$ cat config.mk
export PLATFORM = sky130hd
export DESIGN_NAME = signalling_link_test_supervisor_flat
export DESIGN_NICKNAME = d
export VERILOG_FILES = /design/src/slts_pkg.sv /design/src/slts_cmd_if.sv /design/src/slts_res_if.sv /design/src/slts_cfg_regs.sv /design/src/slts_engine.sv /design/src/signalling_link_test_supervisor.sv /design/src/flat_wrapper.sv
export VERILOG_INCLUDE_DIRS = /design/src /design/src/src
export SDC_FILE = /design/constraint.sdc
export NUM_CORES = 1
export LEC_CHECK = 0
export ABC_CLOCK_PERIOD_IN_PS = 6400
export BUFFER_PORTS_ARGS = -buffer_cell sky130_fd_sc_hd__buf_2
export CAP_MARGIN = 20
export CORE_AREA = 2 2 173 107
export CTS_CLUSTER_DIAMETER = 200
export DETAILED_ROUTE_END_ITERATION = 10
export DIE_AREA = 0 0 175 109
export GPL_TIMING_DRIVEN = 0
export PLACE_DENSITY = 0.78
export SETUP_SLACK_MARGIN = 0.02
export SYNTH_ARGS = -nofsm -noshare
export SYNTH_HDL_FRONTEND = slang
export SYNTH_SLANG_ARGS = --single-unit
$ cat constraint.sdc
create_clock -name i_clk -period 6.4 [get_ports i_clk]
set_clock_uncertainty 0.15 [all_clocks]
set_input_delay 0.96 -clock i_clk [delete_from_list [all_inputs] [get_ports i_clk]]
set_output_delay 0.96 -clock i_clk [all_outputs]
set_load 0.02 [all_outputs]
$ cat src/signalling_link_test_supervisor_macros.svh
// ----------------------------------------------------------------------------
// Signalling link test supervisor assertion macros
// Shared forms for the concurrent checks of the supervisor.
// ----------------------------------------------------------------------------
`ifndef SIGNALLING_LINK_TEST_SUPERVISOR_MACROS_SVH
`define SIGNALLING_LINK_TEST_SUPERVISOR_MACROS_SVH

// Same-cycle implication, held off during reset
`define SLTS_ASSERT_IMPLY(label, clk, rst_n, ante, cons) \
    label: assert property (@(posedge clk) disable iff (!(rst_n)) (ante) |-> (cons)) \
        else $error("slts: same-cycle check failed");

// Next-cycle implication, held off during reset
`define SLTS_ASSERT_NEXT(label, clk, rst_n, ante, cons) \
    label: assert property (@(posedge clk) disable iff (!(rst_n)) (ante) |=> (cons)) \
        else $error("slts: next-cycle check failed");

`endif

$ cat src/slts_pkg.sv
`timescale 1ns / 1ps
// ----------------------------------------------------------------------------
// Signalling link test supervisor package
// Field widths, command and status codes, register indexes and shared types.
// ----------------------------------------------------------------------------
package slts_pkg;

    localparam int CMD_W       = 3;
    localparam int INFO_LEN_W  = 8;
    localparam int TOTAL_LEN_W = 16;
    localparam int HEAD_W      = 64;
    localparam int TAIL_W      = 48;
    localparam int STATUS_W    = 3;
    localparam int CFG_W       = 20;
    localparam int CFG_IDX_W   = 2;

    localparam int TIMER_WIDTH_DEF = 20;

    // Expected answer: "GSMMMS" followed by eight zero bytes
    localparam logic [HEAD_W-1:0]      PATTERN_HEAD      = 64'h4753_4D4D_4D53_0000;
    localparam logic [TAIL_W-1:0]      PATTERN_TAIL      = 48'h0;
    localparam logic [INFO_LEN_W-1:0]  GOOD_INFO_LENGTH  = 8'd14;
    localparam logic [TOTAL_LEN_W-1:0] GOOD_TOTAL_LENGTH = 16'd16;

    // Register reset values
    localparam logic [CFG_W-1:0] RESPONSE_TICKS_RST = 20'd10000;
    localparam logic [CFG_W-1:0] REPEAT_TICKS_RST   = 20'd60000;

    typedef enum logic [CMD_W-1:0] {
        CMD_TICK    = 3'd0,
        CMD_START   = 3'd1,
        CMD_STOP    = 3'd2,
        CMD_ANSWER  = 3'd3,
        CMD_BLOCK   = 3'd4,
        CMD_UNBLOCK = 3'd5
    } t_cmd;

    typedef enum logic [STATUS_W-1:0] {
        ST_NONE          = 3'd0,
        ST_ACCEPTED      = 3'd1,
        ST_BAD_INFO_LEN  = 3'd2,
        ST_BAD_TOTAL_LEN = 3'd3,
        ST_BAD_PATTERN   = 3'd4
    } t_status;

    typedef enum logic [CFG_IDX_W-1:0] {
        REG_RESPONSE_TICKS = 2'd0,
        REG_REPEAT_TICKS   = 2'd1,
        REG_SEND_ONCE      = 2'd2
    } t_reg_idx;

    typedef struct packed {
        logic [CFG_W-1:0] response_ticks;
        logic [CFG_W-1:0] repeat_ticks;
        logic             send_once;
    } t_cfg;

    typedef struct packed {
        logic [CMD_W-1:0]       cmd;
        logic [INFO_LEN_W-1:0]  answer_info_length;
        logic [TOTAL_LEN_W-1:0] answer_total_length;
        logic [HEAD_W-1:0]      pattern_head;
        logic [TAIL_W-1:0]      pattern_tail;
        logic                   linkset_running;
    } t_item;

    typedef struct packed {
        logic                send_test;
        logic                request_reset;
        logic                request_shutdown;
        logic [STATUS_W-1:0] answer_status;
        logic                timeout_event;
        logic                error_event;
        logic                test_pending;
    } t_result;

endpackage

$ cat src/slts_cmd_if.sv
`timescale 1ns / 1ps
// ----------------------------------------------------------------------------
// Supervisor command channel
// Valid/ready channel carrying one command item with its answer fields.
// ----------------------------------------------------------------------------
interface slts_cmd_if;
    logic                               valid;
    logic                               ready;
    logic [slts_pkg::CMD_W-1:0]         cmd;
    logic [slts_pkg::INFO_LEN_W-1:0]    answer_info_length;
    logic [slts_pkg::TOTAL_LEN_W-1:0]   answer_total_length;
    logic [slts_pkg::HEAD_W-1:0]        pattern_head;
    logic [slts_pkg::TAIL_W-1:0]        pattern_tail;
    logic                               linkset_running;

    modport source (
        output valid, cmd, answer_info_length, answer_total_length,
               pattern_head, pattern_tail, linkset_running,
        input  ready
    );

    modport sink (
        input  valid, cmd, answer_info_length, answer_total_length,
               pattern_head, pattern_tail, linkset_running,
        output ready
    );
endinterface

$ cat src/slts_res_if.sv
`timescale 1ns / 1ps
// ----------------------------------------------------------------------------
// Supervisor result channel
// Valid/ready channel carrying one result item per command.
// ----------------------------------------------------------------------------
interface slts_res_if;
    logic                            valid;
    logic                            ready;
    logic                            send_test;
    logic                            request_reset;
    logic                            request_shutdown;
    logic [slts_pkg::STATUS_W-1:0]   answer_status;
    logic                            timeout_event;
    logic                            error_event;
    logic                            test_pending;

    modport source (
        output valid, send_test, request_reset, request_shutdown,
               answer_status, timeout_event, error_event, test_pending,
        input  ready
    );

    modport sink (
        input  valid, send_test, request_reset, request_shutdown,
               answer_status, timeout_event, error_event, test_pending,
        output ready
    );
endinterface

$ cat src/slts_cfg_regs.sv
`timescale 1ns / 1ps
// ----------------------------------------------------------------------------
// Supervisor configuration registers
// Write-only timer and mode registers, loaded through a plain write port.
// ----------------------------------------------------------------------------
module slts_cfg_regs (
    input  logic                             i_clk,
    input  logic                             i_rst_n,
    input  logic                             i_we,
    input  logic [slts_pkg::CFG_IDX_W-1:0]   i_idx,
    input  logic [slts_pkg::CFG_W-1:0]       i_wdata,
    output slts_pkg::t_cfg                   o_cfg
);

    slts_pkg::t_cfg r_cfg;

    // Load the addressed register; unknown indexes are dropped
    always_ff @(posedge i_clk) begin
        if (!i_rst_n) begin
            r_cfg.response_ticks <= slts_pkg::RESPONSE_TICKS_RST;
            r_cfg.repeat_ticks   <= slts_pkg::REPEAT_TICKS_RST;
            r_cfg.send_once      <= 1'b0;
        end else if (i_we) begin
            unique case (i_idx)
                slts_pkg::REG_RESPONSE_TICKS: r_cfg.response_ticks <= i_wdata;
                slts_pkg::REG_REPEAT_TICKS:   r_cfg.repeat_ticks   <= i_wdata;
                slts_pkg::REG_SEND_ONCE:      r_cfg.send_once      <= i_wdata[0];
                default: ;
            endcase
        end
    end

    assign o_cfg = r_cfg;

endmodule

$ cat src/slts_engine.sv
`timescale 1ns / 1ps
// ----------------------------------------------------------------------------
// Supervisor engine
// Link test state with timers, and the single-pass update for one item.
// ----------------------------------------------------------------------------
module slts_engine #(
    parameter int TIMER_WIDTH = slts_pkg::TIMER_WIDTH_DEF
) (
    input  logic              i_clk,
    input  logic              i_rst_n,
    input  logic              i_adv,
    input  slts_pkg::t_item   i_item,
    input  slts_pkg::t_cfg    i_cfg,
    output slts_pkg::t_result o_result
);

    localparam int LOAD_W = (TIMER_WIDTH > slts_pkg::CFG_W) ? TIMER_WIDTH : slts_pkg::CFG_W;
    localparam logic [LOAD_W-1:0] TIMER_MAX = LOAD_W'({TIMER_WIDTH{1'b1}});
    localparam logic [TIMER_WIDTH-1:0] ONE_TICK = TIMER_WIDTH'(1);

    logic [TIMER_WIDTH-1:0] r_response_left, n_response_left;
    logic                   r_response_armed, n_response_armed;
    logic [TIMER_WIDTH-1:0] r_repeat_left, n_repeat_left;
    logic                   r_repeat_armed, n_repeat_armed;
    logic                   r_missed_once, n_missed_once;
    logic                   r_pending_flag, n_pending_flag;
    logic                   r_seen_up, n_seen_up;
    logic                   r_blocked_flag, n_blocked_flag;

    logic [LOAD_W-1:0]      w_resp_ext;
    logic [LOAD_W-1:0]      w_rep_ext;
    logic [TIMER_WIDTH-1:0] w_resp_load;
    logic [TIMER_WIDTH-1:0] w_rep_load;
    logic                   w_begin;
    slts_pkg::t_result      w_res;

    // Saturate the register values to the timer width
    assign w_resp_ext  = LOAD_W'(i_cfg.response_ticks);
    assign w_rep_ext   = LOAD_W'(i_cfg.repeat_ticks);
    assign w_resp_load = (w_resp_ext > TIMER_MAX) ? TIMER_WIDTH'(TIMER_MAX)
                                                  : TIMER_WIDTH'(w_resp_ext);
    assign w_rep_load  = (w_rep_ext > TIMER_MAX) ? TIMER_WIDTH'(TIMER_MAX)
                                                 : TIMER_WIDTH'(w_rep_ext);

    // Next state and result for the item at the input register
    always_comb begin
        n_response_left  = r_response_left;
        n_response_armed = r_response_armed;
        n_repeat_left    = r_repeat_left;
        n_repeat_armed   = r_repeat_armed;
        n_missed_once    = r_missed_once;
        n_pending_flag   = r_pending_flag;
        n_seen_up        = r_seen_up;
        n_blocked_flag   = r_blocked_flag;
        w_begin          = 1'b0;
        w_res            = '0;

        unique case (i_item.cmd)
            slts_pkg::CMD_TICK: begin
                // Response timer first
                if (r_response_armed) begin
                    if (r_response_left <= ONE_TICK) begin
                        n_response_armed    = 1'b0;
                        n_response_left     = '0;
                        w_res.timeout_event = 1'b1;
                        if (!r_missed_once) begin
                            n_missed_once    = 1'b1;
                            n_pending_flag   = 1'b1;
                            w_res.send_test  = 1'b1;
                            n_response_armed = 1'b1;
                            n_response_left  = w_resp_load;
                        end else begin
                            n_repeat_armed = 1'b0;
                            n_repeat_left  = '0;
                            if (!r_blocked_flag) begin
                                w_res.error_event   = 1'b1;
                                w_res.request_reset = 1'b1;
                            end
                        end
                    end else begin
                        n_response_left = r_response_left - ONE_TICK;
                    end
                end
                // Then the repeat timer, as left by a second miss
                if (n_repeat_armed) begin
                    if (n_repeat_left <= ONE_TICK) begin
                        n_repeat_armed = 1'b0;
                        n_repeat_left  = '0;
                        w_begin        = 1'b1;
                    end else begin
                        n_repeat_left = n_repeat_left - ONE_TICK;
                    end
                end
            end
            slts_pkg::CMD_START: begin
                w_begin = 1'b1;
            end
            slts_pkg::CMD_STOP: begin
                n_response_armed = 1'b0;
                n_response_left  = '0;
                n_repeat_armed   = 1'b0;
                n_repeat_left    = '0;
                n_pending_flag   = 1'b0;
            end
            slts_pkg::CMD_ANSWER: begin
                if (i_item.answer_info_length != slts_pkg::GOOD_INFO_LENGTH) begin
                    w_res.answer_status = slts_pkg::ST_BAD_INFO_LEN;
                end else if (i_item.answer_total_length != slts_pkg::GOOD_TOTAL_LENGTH) begin
                    w_res.answer_status = slts_pkg::ST_BAD_TOTAL_LEN;
                end else if (i_item.pattern_head != slts_pkg::PATTERN_HEAD ||
                             i_item.pattern_tail != slts_pkg::PATTERN_TAIL) begin
                    w_res.answer_status = slts_pkg::ST_BAD_PATTERN;
                end else begin
                    w_res.answer_status = slts_pkg::ST_ACCEPTED;
                    n_response_armed    = 1'b0;
                    n_response_left     = '0;
                    n_pending_flag      = 1'b0;
                    n_seen_up           = 1'b1;
                end
            end
            slts_pkg::CMD_BLOCK: begin
                n_blocked_flag         = 1'b1;
                w_res.request_shutdown = 1'b1;
            end
            slts_pkg::CMD_UNBLOCK: begin
                if (r_blocked_flag) begin
                    n_blocked_flag      = 1'b0;
                    w_res.request_reset = 1'b1;
                end
            end
            default: ;
        endcase

        // Start a test round, only while the linkset runs
        if (w_begin && i_item.linkset_running) begin
            n_missed_once    = 1'b0;
            n_pending_flag   = 1'b1;
            n_response_armed = 1'b1;
            n_response_left  = w_resp_load;
            w_res.send_test  = 1'b1;
            if (i_cfg.send_once && r_seen_up) begin
                n_repeat_armed = 1'b0;
                n_repeat_left  = '0;
            end else begin
                n_repeat_armed = 1'b1;
                n_repeat_left  = w_rep_load;
            end
        end

        w_res.test_pending = n_pending_flag;
    end

    // Commit state when the item moves to the result register
    always_ff @(posedge i_clk) begin
        if (!i_rst_n) begin
            r_response_left  <= '0;
            r_response_armed <= 1'b0;
            r_repeat_left    <= '0;
            r_repeat_armed   <= 1'b0;
            r_missed_once    <= 1'b0;
            r_pending_flag   <= 1'b0;
            r_seen_up        <= 1'b0;
            r_blocked_flag   <= 1'b0;
        end else if (i_adv) begin
            r_response_left  <= n_response_left;
            r_response_armed <= n_response_armed;
            r_repeat_left    <= n_repeat_left;
            r_repeat_armed   <= n_repeat_armed;
            r_missed_once    <= n_missed_once;
            r_pending_flag   <= n_pending_flag;
            r_seen_up        <= n_seen_up;
            r_blocked_flag   <= n_blocked_flag;
        end
    end

    assign o_result = w_res;

endmodule

$ cat src/signalling_link_test_supervisor.sv
`timescale 1ns / 1ps
// ----------------------------------------------------------------------------
// Signalling link test supervisor
// Runs the link test timers and answer checks, one result item per command.
// ----------------------------------------------------------------------------
// The supervisor takes one command item per clock while results are taken,
// and returns exactly one result item for it. An accepted item sits in an
// input register while the timer, answer and block logic computes its result
// and the next state in a single pass; the result is registered into the
// output register, where it waits until taken. The sustained rate is one item
// per cycle, limited only by result back-pressure.
// Configuration writes take effect on the next item and are meant for idle
// periods.
module signalling_link_test_supervisor #(
    parameter int TIMER_WIDTH = slts_pkg::TIMER_WIDTH_DEF
) (
    input  logic                             i_clk,
    input  logic                             i_rst_n,
    input  logic                             i_cfg_we,
    input  logic [slts_pkg::CFG_IDX_W-1:0]   i_cfg_idx,
    input  logic [slts_pkg::CFG_W-1:0]       i_cfg_wdata,
    slts_cmd_if.sink                         i_cmd,
    slts_res_if.source                       o_res
);

`include "signalling_link_test_supervisor_macros.svh"

    slts_pkg::t_cfg    w_cfg;
    slts_pkg::t_item   r_in;
    logic              r_in_valid;
    slts_pkg::t_result w_result;
    slts_pkg::t_result r_out;
    logic              r_out_valid;
    logic              w_adv;
    logic              w_in_ready;

    slts_cfg_regs u_cfg (
        .i_clk   (i_clk),
        .i_rst_n (i_rst_n),
        .i_we    (i_cfg_we),
        .i_idx   (i_cfg_idx),
        .i_wdata (i_cfg_wdata),
        .o_cfg   (w_cfg)
    );

    // Move an item forward when the result register is free or being taken
    assign w_adv      = r_in_valid && (!r_out_valid || o_res.ready);
    assign w_in_ready = !r_in_valid || w_adv;
    assign i_cmd.ready = w_in_ready;

    // Input register
    always_ff @(posedge i_clk) begin
        if (!i_rst_n) begin
            r_in_valid <= 1'b0;
        end else if (w_in_ready) begin
            r_in_valid <= i_cmd.valid;
        end
    end

    always_ff @(posedge i_clk) begin
        if (w_in_ready && i_cmd.valid) begin
            r_in.cmd                 <= i_cmd.cmd;
            r_in.answer_info_length  <= i_cmd.answer_info_length;
            r_in.answer_total_length <= i_cmd.answer_total_length;
            r_in.pattern_head        <= i_cmd.pattern_head;
            r_in.pattern_tail        <= i_cmd.pattern_tail;
            r_in.linkset_running     <= i_cmd.linkset_running;
        end
    end

    slts_engine #(
        .TIMER_WIDTH (TIMER_WIDTH)
    ) u_engine (
        .i_clk    (i_clk),
        .i_rst_n  (i_rst_n),
        .i_adv    (w_adv),
        .i_item   (r_in),
        .i_cfg    (w_cfg),
        .o_result (w_result)
    );

    // Result register
    always_ff @(posedge i_clk) begin
        if (!i_rst_n) begin
            r_out_valid <= 1'b0;
        end else if (w_adv) begin
            r_out_valid <= 1'b1;
        end else if (o_res.ready) begin
            r_out_valid <= 1'b0;
        end
    end

    always_ff @(posedge i_clk) begin
        if (w_adv) begin
            r_out <= w_result;
        end
    end

    assign o_res.valid            = r_out_valid;
    assign o_res.send_test        = r_out.send_test;
    assign o_res.request_reset    = r_out.request_reset;
    assign o_res.request_shutdown = r_out.request_shutdown;
    assign o_res.answer_status    = r_out.answer_status;
    assign o_res.timeout_event    = r_out.timeout_event;
    assign o_res.error_event      = r_out.error_event;
    assign o_res.test_pending     = r_out.test_pending;

    // A counted failure is always a timeout that asks for a reset
    `SLTS_ASSERT_IMPLY(a_error_is_timeout, i_clk, i_rst_n, o_res.valid && o_res.error_event, o_res.timeout_event && o_res.request_reset)
    // An accepted answer clears the pending test
    `SLTS_ASSERT_IMPLY(a_accept_clears_pending, i_clk, i_rst_n, o_res.valid && o_res.answer_status == slts_pkg::ST_ACCEPTED, !o_res.test_pending)
    // A stalled input item stays in its register
    `SLTS_ASSERT_NEXT(a_in_hold, i_clk, i_rst_n, r_in_valid && !w_adv, r_in_valid)
    // An advancing item always lands in the result register
    `SLTS_ASSERT_NEXT(a_adv_lands, i_clk, i_rst_n, w_adv, r_out_valid)

endmodule
$ cat src/flat_wrapper.sv
// flat-port wrapper written by rule: the top's interface ports become plain ports
module signalling_link_test_supervisor_flat 
#(
    parameter int TIMER_WIDTH = slts_pkg::TIMER_WIDTH_DEF
)
  (i_clk, i_rst_n, i_cfg_we, i_cfg_idx, i_cfg_wdata, i_cmd_valid, i_cmd_cmd, i_cmd_answer_info_length, i_cmd_answer_total_length, i_cmd_pattern_head, i_cmd_pattern_tail, i_cmd_linkset_running, i_cmd_ready, o_res_valid, o_res_send_test, o_res_request_reset, o_res_request_shutdown, o_res_answer_status, o_res_timeout_event, o_res_error_event, o_res_test_pending, o_res_ready);
  slts_cmd_if i_cmd_i ();
  slts_res_if o_res_i ();
  input  logic i_clk;
  input  logic i_rst_n;
  input  logic i_cfg_we;
  input  logic [slts_pkg::CFG_IDX_W-1:0] i_cfg_idx;
  input  logic [slts_pkg::CFG_W-1:0] i_cfg_wdata;
  input wire logic [$bits(i_cmd_i.valid)-1:0] i_cmd_valid;
  input wire logic [$bits(i_cmd_i.cmd)-1:0] i_cmd_cmd;
  input wire logic [$bits(i_cmd_i.answer_info_length)-1:0] i_cmd_answer_info_length;
  input wire logic [$bits(i_cmd_i.answer_total_length)-1:0] i_cmd_answer_total_length;
  input wire logic [$bits(i_cmd_i.pattern_head)-1:0] i_cmd_pattern_head;
  input wire logic [$bits(i_cmd_i.pattern_tail)-1:0] i_cmd_pattern_tail;
  input wire logic [$bits(i_cmd_i.linkset_running)-1:0] i_cmd_linkset_running;
  output wire logic [$bits(i_cmd_i.ready)-1:0] i_cmd_ready;
  output wire logic [$bits(o_res_i.valid)-1:0] o_res_valid;
  output wire logic [$bits(o_res_i.send_test)-1:0] o_res_send_test;
  output wire logic [$bits(o_res_i.request_reset)-1:0] o_res_request_reset;
  output wire logic [$bits(o_res_i.request_shutdown)-1:0] o_res_request_shutdown;
  output wire logic [$bits(o_res_i.answer_status)-1:0] o_res_answer_status;
  output wire logic [$bits(o_res_i.timeout_event)-1:0] o_res_timeout_event;
  output wire logic [$bits(o_res_i.error_event)-1:0] o_res_error_event;
  output wire logic [$bits(o_res_i.test_pending)-1:0] o_res_test_pending;
  input wire logic [$bits(o_res_i.ready)-1:0] o_res_ready;
  assign i_cmd_i.valid = i_cmd_valid;
  assign i_cmd_i.cmd = i_cmd_cmd;
  assign i_cmd_i.answer_info_length = i_cmd_answer_info_length;
  assign i_cmd_i.answer_total_length = i_cmd_answer_total_length;
  assign i_cmd_i.pattern_head = i_cmd_pattern_head;
  assign i_cmd_i.pattern_tail = i_cmd_pattern_tail;
  assign i_cmd_i.linkset_running = i_cmd_linkset_running;
  assign i_cmd_ready = i_cmd_i.ready;
  assign o_res_valid = o_res_i.valid;
  assign o_res_send_test = o_res_i.send_test;
  assign o_res_request_reset = o_res_i.request_reset;
  assign o_res_request_shutdown = o_res_i.request_shutdown;
  assign o_res_answer_status = o_res_i.answer_status;
  assign o_res_timeout_event = o_res_i.timeout_event;
  assign o_res_error_event = o_res_i.error_event;
  assign o_res_test_pending = o_res_i.test_pending;
  assign o_res_i.ready = o_res_ready;
  signalling_link_test_supervisor #(.TIMER_WIDTH(TIMER_WIDTH)) u_core (.i_clk(i_clk), .i_rst_n(i_rst_n), .i_cfg_we(i_cfg_we), .i_cfg_idx(i_cfg_idx), .i_cfg_wdata(i_cfg_wdata), .i_cmd(i_cmd_i), .o_res(o_res_i));
endmodule
After elaboration in Yosys (flattened, before gate mapping). Index checks and enable logic that the tools add are counted.

Bits in registers: 238. Bits of input ports: 167. Output and inout port bits: 11. Logic and storage cells: 150.

Add/sub/neg operators: 2. $lt $le $gt $ge: 4. Equality and inequality tests: 14. Muxes and demuxes: 66. Bitwise operators: 4. Reduce and logical (&&, ||, !) cells: 32.

Operators by type and width (number): $mux 20 (17); $ne 64x63->1 const B (1); $pmux 20 s3 (1); $reduce_bool 48->1 (1); $gt 20x20->1 const B (2); $le 20x1->1 const B (2); $pmux 20 s2 (1); $sub 20x1->20 const B (2); $mux 1 (35); $ne 16x5->1 const B (1); $ne 3x3->1 const B (4); $reduce_and 2->1 (6); $mux 2 (5); $reduce_and 5->1 (2); $reduce_bool 2->1 (5); $ne 8x4->1 const B (1); $pmux 1 s2 (4); $eq 3x2->1 const B (2); $eq 3x3->1 const B (2); $pmux 1 s3 (2); $reduce_and 6->1 (1); $logic_and 1x1->1 (4); $not 1->1 (4); $reduce_and 4->1 (1); other kinds (13) (16).

Longest topological paths before layout. Gate-level depths: netlist of run 1.

Depth after elaboration: 11. Mapped depth: 14.

Modules after synthesis. A second synthesis of run 1 with hierarchy kept.

Cell total of the unflattened synthesis: 792. Area total of the unflattened synthesis: 9671.8 µm².

By module, submodules not included: signalling_link_test_supervisor (times used 1, cells each 158, area an instance 4578.1 µm², seq. area each 4514.3 µm²); slts_engine (times used 1, cells each 464, area an instance 3402.0 µm², seq. area each 920.9 µm²); slts_cfg_regs (times used 1, cells each 170, area an instance 1691.6 µm², seq. area each 820.8 µm²).

Least setup slack after synthesis of run 1. OpenSTA, ideal clock, no wires.

Path kind: input to register. Start: input o_res_ready. End: register u_core.r_in[0] (netlist name) (enable). Arrival: 4464 ps. Required time: 5734 ps. Path slack: 1270 ps. Cell stages on the path: 3. Buffers on the path: 0. Cell sequence: nor2b_1 > nand2_1 > and2_1.

Word-level cells in the longest chain between the ends: 4.

RTL lines: from (decl) (line flat_wrapper.sv:30) `input wire logic [$bits(o_res_i.ready)-1:0] o_res_ready;`; $logic_or 1x1->1 (line signalling_link_test_supervisor.sv:47) `assign w_adv = r_in_valid && (!r_out_valid || o_res.ready);`; $logic_and 1x1->1 (line signalling_link_test_supervisor.sv:47); $logic_or 1x1->1 (line signalling_link_test_supervisor.sv:48) `assign w_in_ready = !r_in_valid || w_adv;`; net i_cmd_ready (line flat_wrapper.sv:21) `output wire logic [$bits(i_cmd_i.ready)-1:0] i_cmd_ready;`; $logic_and 1x1->1 (line signalling_link_test_supervisor.sv:61) `if (w_in_ready && i_cmd.valid) begin`; to (decl) (line signalling_link_test_supervisor.sv:29) `slts_pkg::t_item r_in;`.

The timed path passes the listed nets, and every way through them passes these cells. A chain may end at the register's enable or synchronous reset.

Worst setup path in the final report of run 1.
Start: register u_core.u_engine.r_response_left[12]. End: register u_core.u_engine.r_repeat_left[11].

Word-level cells in the longest chain between the ends: 11. Elaborated cells on any way between the ends: 19. Classes of those cells: add/sub: 1; order compare: 2; mux: 13; reduce/logical: 3.

RTL lines: from (decl) (line slts_engine.sv:21) `logic [TIMER_WIDTH-1:0] r_response_left, n_response_left;`; from (signal assigned) (line slts_engine.sv:165) `r_response_left <= n_response_left;`; $le 20x1->1 (*) (line slts_engine.sv:62) `if (r_response_left <= ONE_TICK) begin`; $mux 20 (line slts_engine.sv:62); $mux 20 (line slts_engine.sv:61) `if (r_response_armed) begin`; $mux 20 (line slts_engine.sv:58) `unique case (i_item.cmd)`; $le 20x1->1 (line slts_engine.sv:86) `if (n_repeat_left <= ONE_TICK) begin`; $mux 1 (line slts_engine.sv:86); $mux 1 (line slts_engine.sv:85) `if (n_repeat_armed) begin`; $pmux 1 s2 (line slts_engine.sv:58); $logic_and 1x1->1 (line slts_engine.sv:135) `if (w_begin && i_item.linkset_running) begin`; $reduce_bool 3->1 (no source line); $reduce_and 2->1 (no source line); to (signal assigned) (line slts_engine.sv:167) `r_repeat_left <= n_repeat_left;`; to (decl) (line slts_engine.sv:23) `logic [TIMER_WIDTH-1:0] r_repeat_left, n_repeat_left;`.

Mark *: on every way between the ends. The rest lies on a longest branch, timed or not. The select of a mux whose other input is x is not followed.

==> results of run 1 <==
## synth_stat cells, types with 4 or more instances
cell      count
dfxtp_1      89
nor2b_1       6
o21ai_0      39
nor3_1       20
and2_1        5
nand2b_1      7
nand2_1     112
or3_1         4
nand3_1      22
nor4_1       33
ha_1          4
buf_2         4
a32o_1       12
a22oi_1       9
nand3b_1      4
inv_1         7
xnor2_1       5
buf_1         4
a22o_1        4
edfxtp_1    149
xor2_1       14
nor4b_1       4
nand4_1       9
a31oi_1       9
clkbuf_1     20
nor2_1       48
a21oi_1      51
a221oi_1     12
## per-layer routing
| layer | track usage | share of wire | vias up |
|---|---|---|---|
| li1 | - | - | 3343 |
| met1 | 0.363 | 0.48 | 3276 |
| met2 | 0.334 | 0.41 | 281 |
| met3 | 0.0575 | 0.087 | 43 |
| met4 | 0.0601 | 0.021 | 0 |
| met5 | 0 | 0 | - |
## area by class of cell
| cell class | count | share of cell area |
|---|---|---|
| buffer | 33 | 0.0146 |
| clock buffer | 24 | 0.0492 |
| clock inverter | 16 | 0.0201 |
| inverter | 8 | 0.00265 |
| multi-input combinational | 498 | 0.255 |
| sequential | 238 | 0.552 |
| tap | 240 | 0.0265 |
| timing repair buffer | 178 | 0.0805 |
## state kept, by name (all words and copies together) (netlist names), 3 cells and up
signal and count:
u_core.u_engine.r_repeat_left 20, u_core.o_res.answer_status 3, u_core.u_cfg.o_cfg 41, u_core.r_in 140
u_core.u_engine.r_response_left 20
## worst max-delay path, delay by kind of cell (launching register included)
kind                       cells  cell delay [ps]
AOI/OAI and AO/OA              4              760
buffers and inverters          1              290
and+or+nand+nor                6             2150
adders and majority gates      1              230
DFF                            1              370
## report_power, final
| part | total [mW] | switching [mW] | leakage (nW) | internal (mW) |
|---|---|---|---|---|
| clock | 1.40 | 0.563 | 0.375 | 0.841 |
| combinational | 0.314 | 0.186 | 1.82 | 0.128 |
| sequential | 1.74 | 0.0336 | 2.18 | 1.71 |
## final timing paths
check / startpoint / end / slack [ps] / depth (start not counted)
setup / recovery: u_core.u_engine.r_response_left[12] / u_core.u_engine.r_repeat_left[11] / 2360 / 12
hold / removal: u_core.u_cfg.o_cfg[2] / u_core.u_cfg.o_cfg[2] / 310 / 2
setup reg to reg: u_core.u_engine.r_response_left[12] / u_core.u_engine.r_repeat_left[11] / 2360 / 12
hold reg to reg: u_core.u_cfg.o_cfg[2] / u_core.u_cfg.o_cfg[2] / 310 / 2
## per-stage QoR
step	worst slack, ps	utilization	cell area (sq um)	hold slack [ps]	total power [mW]
after detailed placement	2540	0.598	10600	301	2.09
after floorplan	1270	-	9340	286	1.96
after global placement	314	0.597	10500	297	2.08
after global routing	2140	0.643	11300	325	3.58
after CTS	2510	0.643	11300	311	3.48
final	2360	0.643	11300	312	3.46
## kinds of logic (layout without fill, tap and decap cells)
| group | after synthesis | after routing |
|---|---|---|
| flip-flops | 238 | 238 |
| multiplexers | 2 | 2 |
| AO/OA/AOI/OAI | 164 | 164 |
| XOR/XNOR | 19 | 19 |
| AND/OR/NAND/NOR | 309 | 309 |
| adder cells (fa/ha/maj) | 4 | 4 |
| buffers and inverters | 41 | 259 |
==> flow_metrics.py, run 1 <==
metrics = {
    "yosys": {
        "yosys_warnings": 0,
        "async_flop_share": 0,
        "synth_fp_nets": 948,
        "syn_area_per_cell_sq_um": 12.0,
        "synth.area.mux_share": 0.00228,
        "syn_inst": 777,
        "synth_cell_type_count": 73,
        "synth_ff_type": "edfxtp_1",
        "synth_edf_count": 149,
        "synth_top_family_by_area": "simple AND/OR/NAND/NOR gates",
        "synth_top_area_cell": "edfxtp_1",
        "seq_area_frac_synth": 0.670,
        "synth_fa_ha_area_frac": 0.00536,
        "yosys-top-cells-area": "edfxtp_1, dfxtp_1, nand2_1, a21oi_1, nor4_1",
        "ys_ff_latch": 238,
        "synth-simple-area-share": 0.170,
        "syn-cell-area_sq_um": 9340,
        "synth_xor_area_frac": 0.0178,
        "synth_top_area_share": 0.479,
        "synth_compound_area_frac": 0.114,
    },
    "floorplan": {
        "num_rows": 38,
        "dieArea_sq_um": 19100,
        "die_h_microns": 109,
        "ios": 178,
        "die_x_microns": 175,
        "initial_core_util": 0.529,
        "core-area_sq_um": 17600,
    },
    "outcome": {
        "status": "complete, no violations",
    },
    "cells_and_area": {
        "diodes": 0,
        "nets": 1150,
        "regArea_sq_um": 6260,
        "final_cells": 1235,
        "n_fill_cell": 1368,
        "area_delta_synth_final_pct": 21.4,
        "final_layout_size_suffix_gt1_frac": 0.245,
        "final_common_cell": "buf_2",
        "multiInputGateArea_sq_um": 2890,
        "layout_common_cells": "buf_2, edfxtp_1, nand2_1",
    },
    "sta": {
        "period_minus_slack_ps": 4040,
        "finalCritPeriodShare": 0.632,
        "fmax_mhz": 247,
        "tns_ps": 0,
        "rsz0062_at_grt": "no",
        "hold_viol": 0,
        "timing.slew.headroom": 0.346,
        "drv_slew": 0,
        "worst_slew_pin_slew_ps": 971,
        "setup_viol": 0,
    },
    "critical_path": {
        "crit_fanout": 10,
        "critPathKind": "reg -> reg",
        "cpPeakStageDelay_ps": 590,
        "crit_path_start_kind": "flop",
        "slowest_stage": "nor4_1",
        "worst_ep_required_time_ps": 6660,
        "critPathCaptureType": "flop",
        "crit_chain": "nor4_1, nand2b_1, or3_1, nand2_1, ha_1, o2111ai_1, nor3_2, a21o_1, and3_1, buf_2, a22oi_1, o32ai_1",
        "arrival_ps": 4310,
    },
    "hold_path": {
        "hp-class": "reg -> reg",
    },
    "clock_tree": {
        "cts.sinks": 238,
        "cts_max_path_buffers": 3,
        "post_cts_buffers": 0,
        "cts_root_buffer": "clkbuf_16",
        "cts_made_buffers": 22,
        "clk_latency_ps": 510,
        "cts_resized": 0,
        "cts_hold_buf": 0,
        "ctsHtreeMaxLevel": 1,
        "cts_tree": "built",
        "cts.reportedPaths.clkPinSlew_ps": 70,
    },
    "global_routing": {
        "grt_max_degree": 75,
        "globalRouteOverflowTotal": 0,
        "grt_pass1_wl_mm": 35.1,
        "antenna_found_initial": 1,
        "grt_pass1_vias": 6586,
        "track_usage": 0.236,
    },
    "route": {
        "drt_iter0_markers": 751,
        "dr_total_vias": 6943,
        "post_drt_wl_per_cell_microns": 18.2,
        "first_pass_iters": 5,
        "route.detailed.drc": 0,
        "viasPerCell": 5.62,
        "drtAntennaViolNets": 0,
        "wirelength_mm": 22.5,
    },
    "placed_design": {
        "place_congestion": 0.949,
        "dp.cells": 1195,
        "portBuffers": 177,
        "dp_hpwl_mm": 16.6,
    },
    "flow_run": {
        "drv_cap": 0,
    },
    "power_and_ir_drop": {
        "leakage_nw": 4.37,
        "max-vdd-ir-drop_v": 0.000178,
        "p_per_area_nw_per_um2": 305,
    },
}
No activity file was read; power rests on OpenSTA's default activity.
==> inputs of run 2 (changes only) <==
--- a/config.mk
+++ b/config.mk
@@ -6,7 +6,7 @@
 export SDC_FILE = /design/constraint.sdc
 export NUM_CORES = 1
 export LEC_CHECK = 0
-export ABC_CLOCK_PERIOD_IN_PS = 6400
+export ABC_CLOCK_PERIOD_IN_PS = 3800
 export BUFFER_PORTS_ARGS = -buffer_cell sky130_fd_sc_hd__buf_2
 export CAP_MARGIN = 20
 export CORE_AREA = 2 2 173 107
==> constraint.sdc (replaced) <==
create_clock -name i_clk -period 3.8 [get_ports i_clk]
set_clock_uncertainty 0.15 [all_clocks]
set_input_delay 0.57 -clock i_clk [delete_from_list [all_inputs] [get_ports i_clk]]
set_output_delay 0.57 -clock i_clk [all_outputs]
set_load 0.02 [all_outputs]
==> flow_metrics.py, run 2 (synthesis gave the netlist of run 1 again) <==
metrics = {
    "sta": {
        "rsz0062_at_grt": "no",
        "fmax_mhz": 279,
        "finalCritPeriodShare": 0.945,
        "drv_slew": 0,
        "whs_ps": 92.0,
        "hold_viol": 0,
        "timing.slew.headroom": 0.393,
        "worst_slew_pin_slew_ps": 902,
        "setup_viol": 0,
        "period_minus_slack_ps": 3590,
    },
    "floorplan": {
        "die_x_microns": 175,
        "dieArea_sq_um": 19100,
        "num_rows": 38,
        "core-area_sq_um": 17600,
        "die_h_microns": 109,
        "ios": 178,
        "initial_core_util": 0.529,
    },
    "cells_and_area": {
        "final_common_cell": "buf_2",
        "n_fill_cell": 1389,
        "largest_reg_flops": 140,
        "regMostFlops": "u_core.r_in",
        "final_cells": 1237,
        "area_delta_synth_final_pct": 21.3,
        "regArea_sq_um": 6260,
        "multiInputGateArea_sq_um": 2940,
        "final_layout_size_suffix_gt1_frac": 0.253,
        "diodes": 0,
        "nets": 1152,
        "layout_common_cells": "buf_2, edfxtp_1, nand2_1",
        "postLayoutCoreUtil": 0.642,
    },
    "critical_path": {
        "critPathCaptureType": "flop",
        "timing.rr.end": "u_core.u_engine.r_response_left[7]",
        "r2r_cells": 13,
        "crit_fanout": 10,
        "critPathKind": "reg -> reg",
        "cp-startpoint": "u_core.u_engine.r_response_left[12]",
        "crit_path_start_kind": "flop",
        "arrival_ps": 3800,
        "cp-endpoint": "u_core.u_engine.r_response_left[7]",
        "rrSetupSlack_ps": 210,
        "worst_ep_required_time_ps": 4010,
        "worstReg2RegStart": "u_core.u_engine.r_response_left[12]",
    },
    "global_routing": {
        "grt_pass1_wl_mm": 35.5,
        "track_usage": 0.240,
        "grt_max_degree": 76,
        "antenna_found_initial": 0,
        "grt_pass1_vias": 6537,
        "globalRouteOverflowTotal": 0,
    },
    "route": {
        "route.detailed.drc": 0,
        "post_drt_wl_per_cell_microns": 18.7,
        "first_pass_iters": 6,
        "drt_iter0_markers": 876,
        "drtAntennaViolNets": 0,
        "viasPerCell": 5.73,
        "dr_total_vias": 7085,
        "wirelength_mm": 23.1,
    },
    "placed_design": {
        "portBuffers": 177,
        "dp_hpwl_mm": 16.7,
        "dp.cells": 1195,
        "place_congestion": 0.892,
    },
    "flow_run": {
        "drv_cap": 0,
    },
    "clock_tree": {
        "cts_hold_buf": 0,
        "cts.reportedPaths.clkPinSlew_ps": 70,
        "clk_latency_ps": 500,
        "cts_root_buffer": "clkbuf_16",
        "cts.sinks": 238,
        "cts_max_path_buffers": 3,
        "ctsHtreeMaxLevel": 1,
        "cts_tree": "built",
        "cts_made_buffers": 22,
    },
    "power_and_ir_drop": {
        "max-vdd-ir-drop_v": 0.000332,
        "p_per_area_nw_per_um2": 495,
        "leakage_nw": 4.39,
        "p_total_mw": 5.61,
    },
    "outcome": {
        "status": "complete, no violations",
    },
    "hold_path": {
        "hp-class": "in -> reg",
    },
}
## run 2: cell types whose count changed in the layout (fill, tap and decap cells not counted), sizes merged
cell,before,now
buf,190,191
bufinv,5,0
clkbuf,45,57
clkinv,6,4
clkinvlp,3,0
inv,10,9
## run 2: power breakdown
| group | leakage [nW] | switching, mW | total (mW) | internal (mW) |
|---|---|---|---|---|
| sequential | 2.18 | 0.0613 | 2.94 | 2.88 |
| combinational | 1.86 | 0.317 | 0.540 | 0.224 |
| clock | 0.358 | 0.908 | 2.12 | 1.22 |
## run 2: area by class of cell
cell class                      instances  area share
Tap cell                              240      0.0265
Inverter                                8     0.00265
Multi-Input combinational cell        498       0.260
Clock buffer                           35      0.0596
Timing Repair Buffer                  180      0.0820
Clock inverter                          5     0.00210
Buffer                                 33      0.0149
Sequential cell                       238       0.553
## run 2: worst min path at each step
stage / startpoint / cells after the start / end
finish: i_cmd_pattern_tail[13] / 1 / u_core.r_in[14]
global route: i_cmd_pattern_tail[13] / 1 / u_core.r_in[14]
CTS: i_cmd_pattern_tail[13] / 1 / u_core.r_in[14]
detailed placement: u_core.u_cfg.o_cfg[2] / 2 / u_core.u_cfg.o_cfg[2]
global placement: u_core.u_cfg.o_cfg[2] / 2 / u_core.u_cfg.o_cfg[2]
floorplan: u_core.u_cfg.o_cfg[27] / 2 / u_core.u_cfg.o_cfg[27]
## run 2: timing repair
item | CTS | global route
pin swaps | 0 | 3
buffers inserted | 0 | 2
endpoints found under the setup margin | 5 | 37
gates resized for setup | 2 | 9
cloned | 0 | 0
## run 2: routing by layer
layer  vias to the layer above  wire length [microns]  GRT usage
li1                       3340                      -          -
met1                      3393                  11100      0.377
met2                       320                   9600      0.346
met3                        32                   1950     0.0436
met4                         0                    475     0.0571
met5                         -                      0          0
## run 2: worst max-delay path, cell delays in order, from the launching register on
cell and delay (ps):
dfxtp_1 370, nor4_4 350, nand2b_1 210, or3_4 440, nand2_1 110, ha_1 230
o2111ai_1 140, nor3_2 370, buf_4 180, a21oi_1 110, a21oi_2 270, buf_6 180
buf_2 230, a31oi_1 130
## run 2: stage by stage
step | instance area, sq um | TNS, ps | worst slack [ps]
final | 11300 | 0 | 210
after global routing | 11300 | 0 | 11.8
after detailed placement | 10600 | -15.3 | -14.6
after CTS | 11300 | 0 | 52.2
after floorplan | 9340 | 0 | 619
after global placement | 10500 | 0 | 35.4
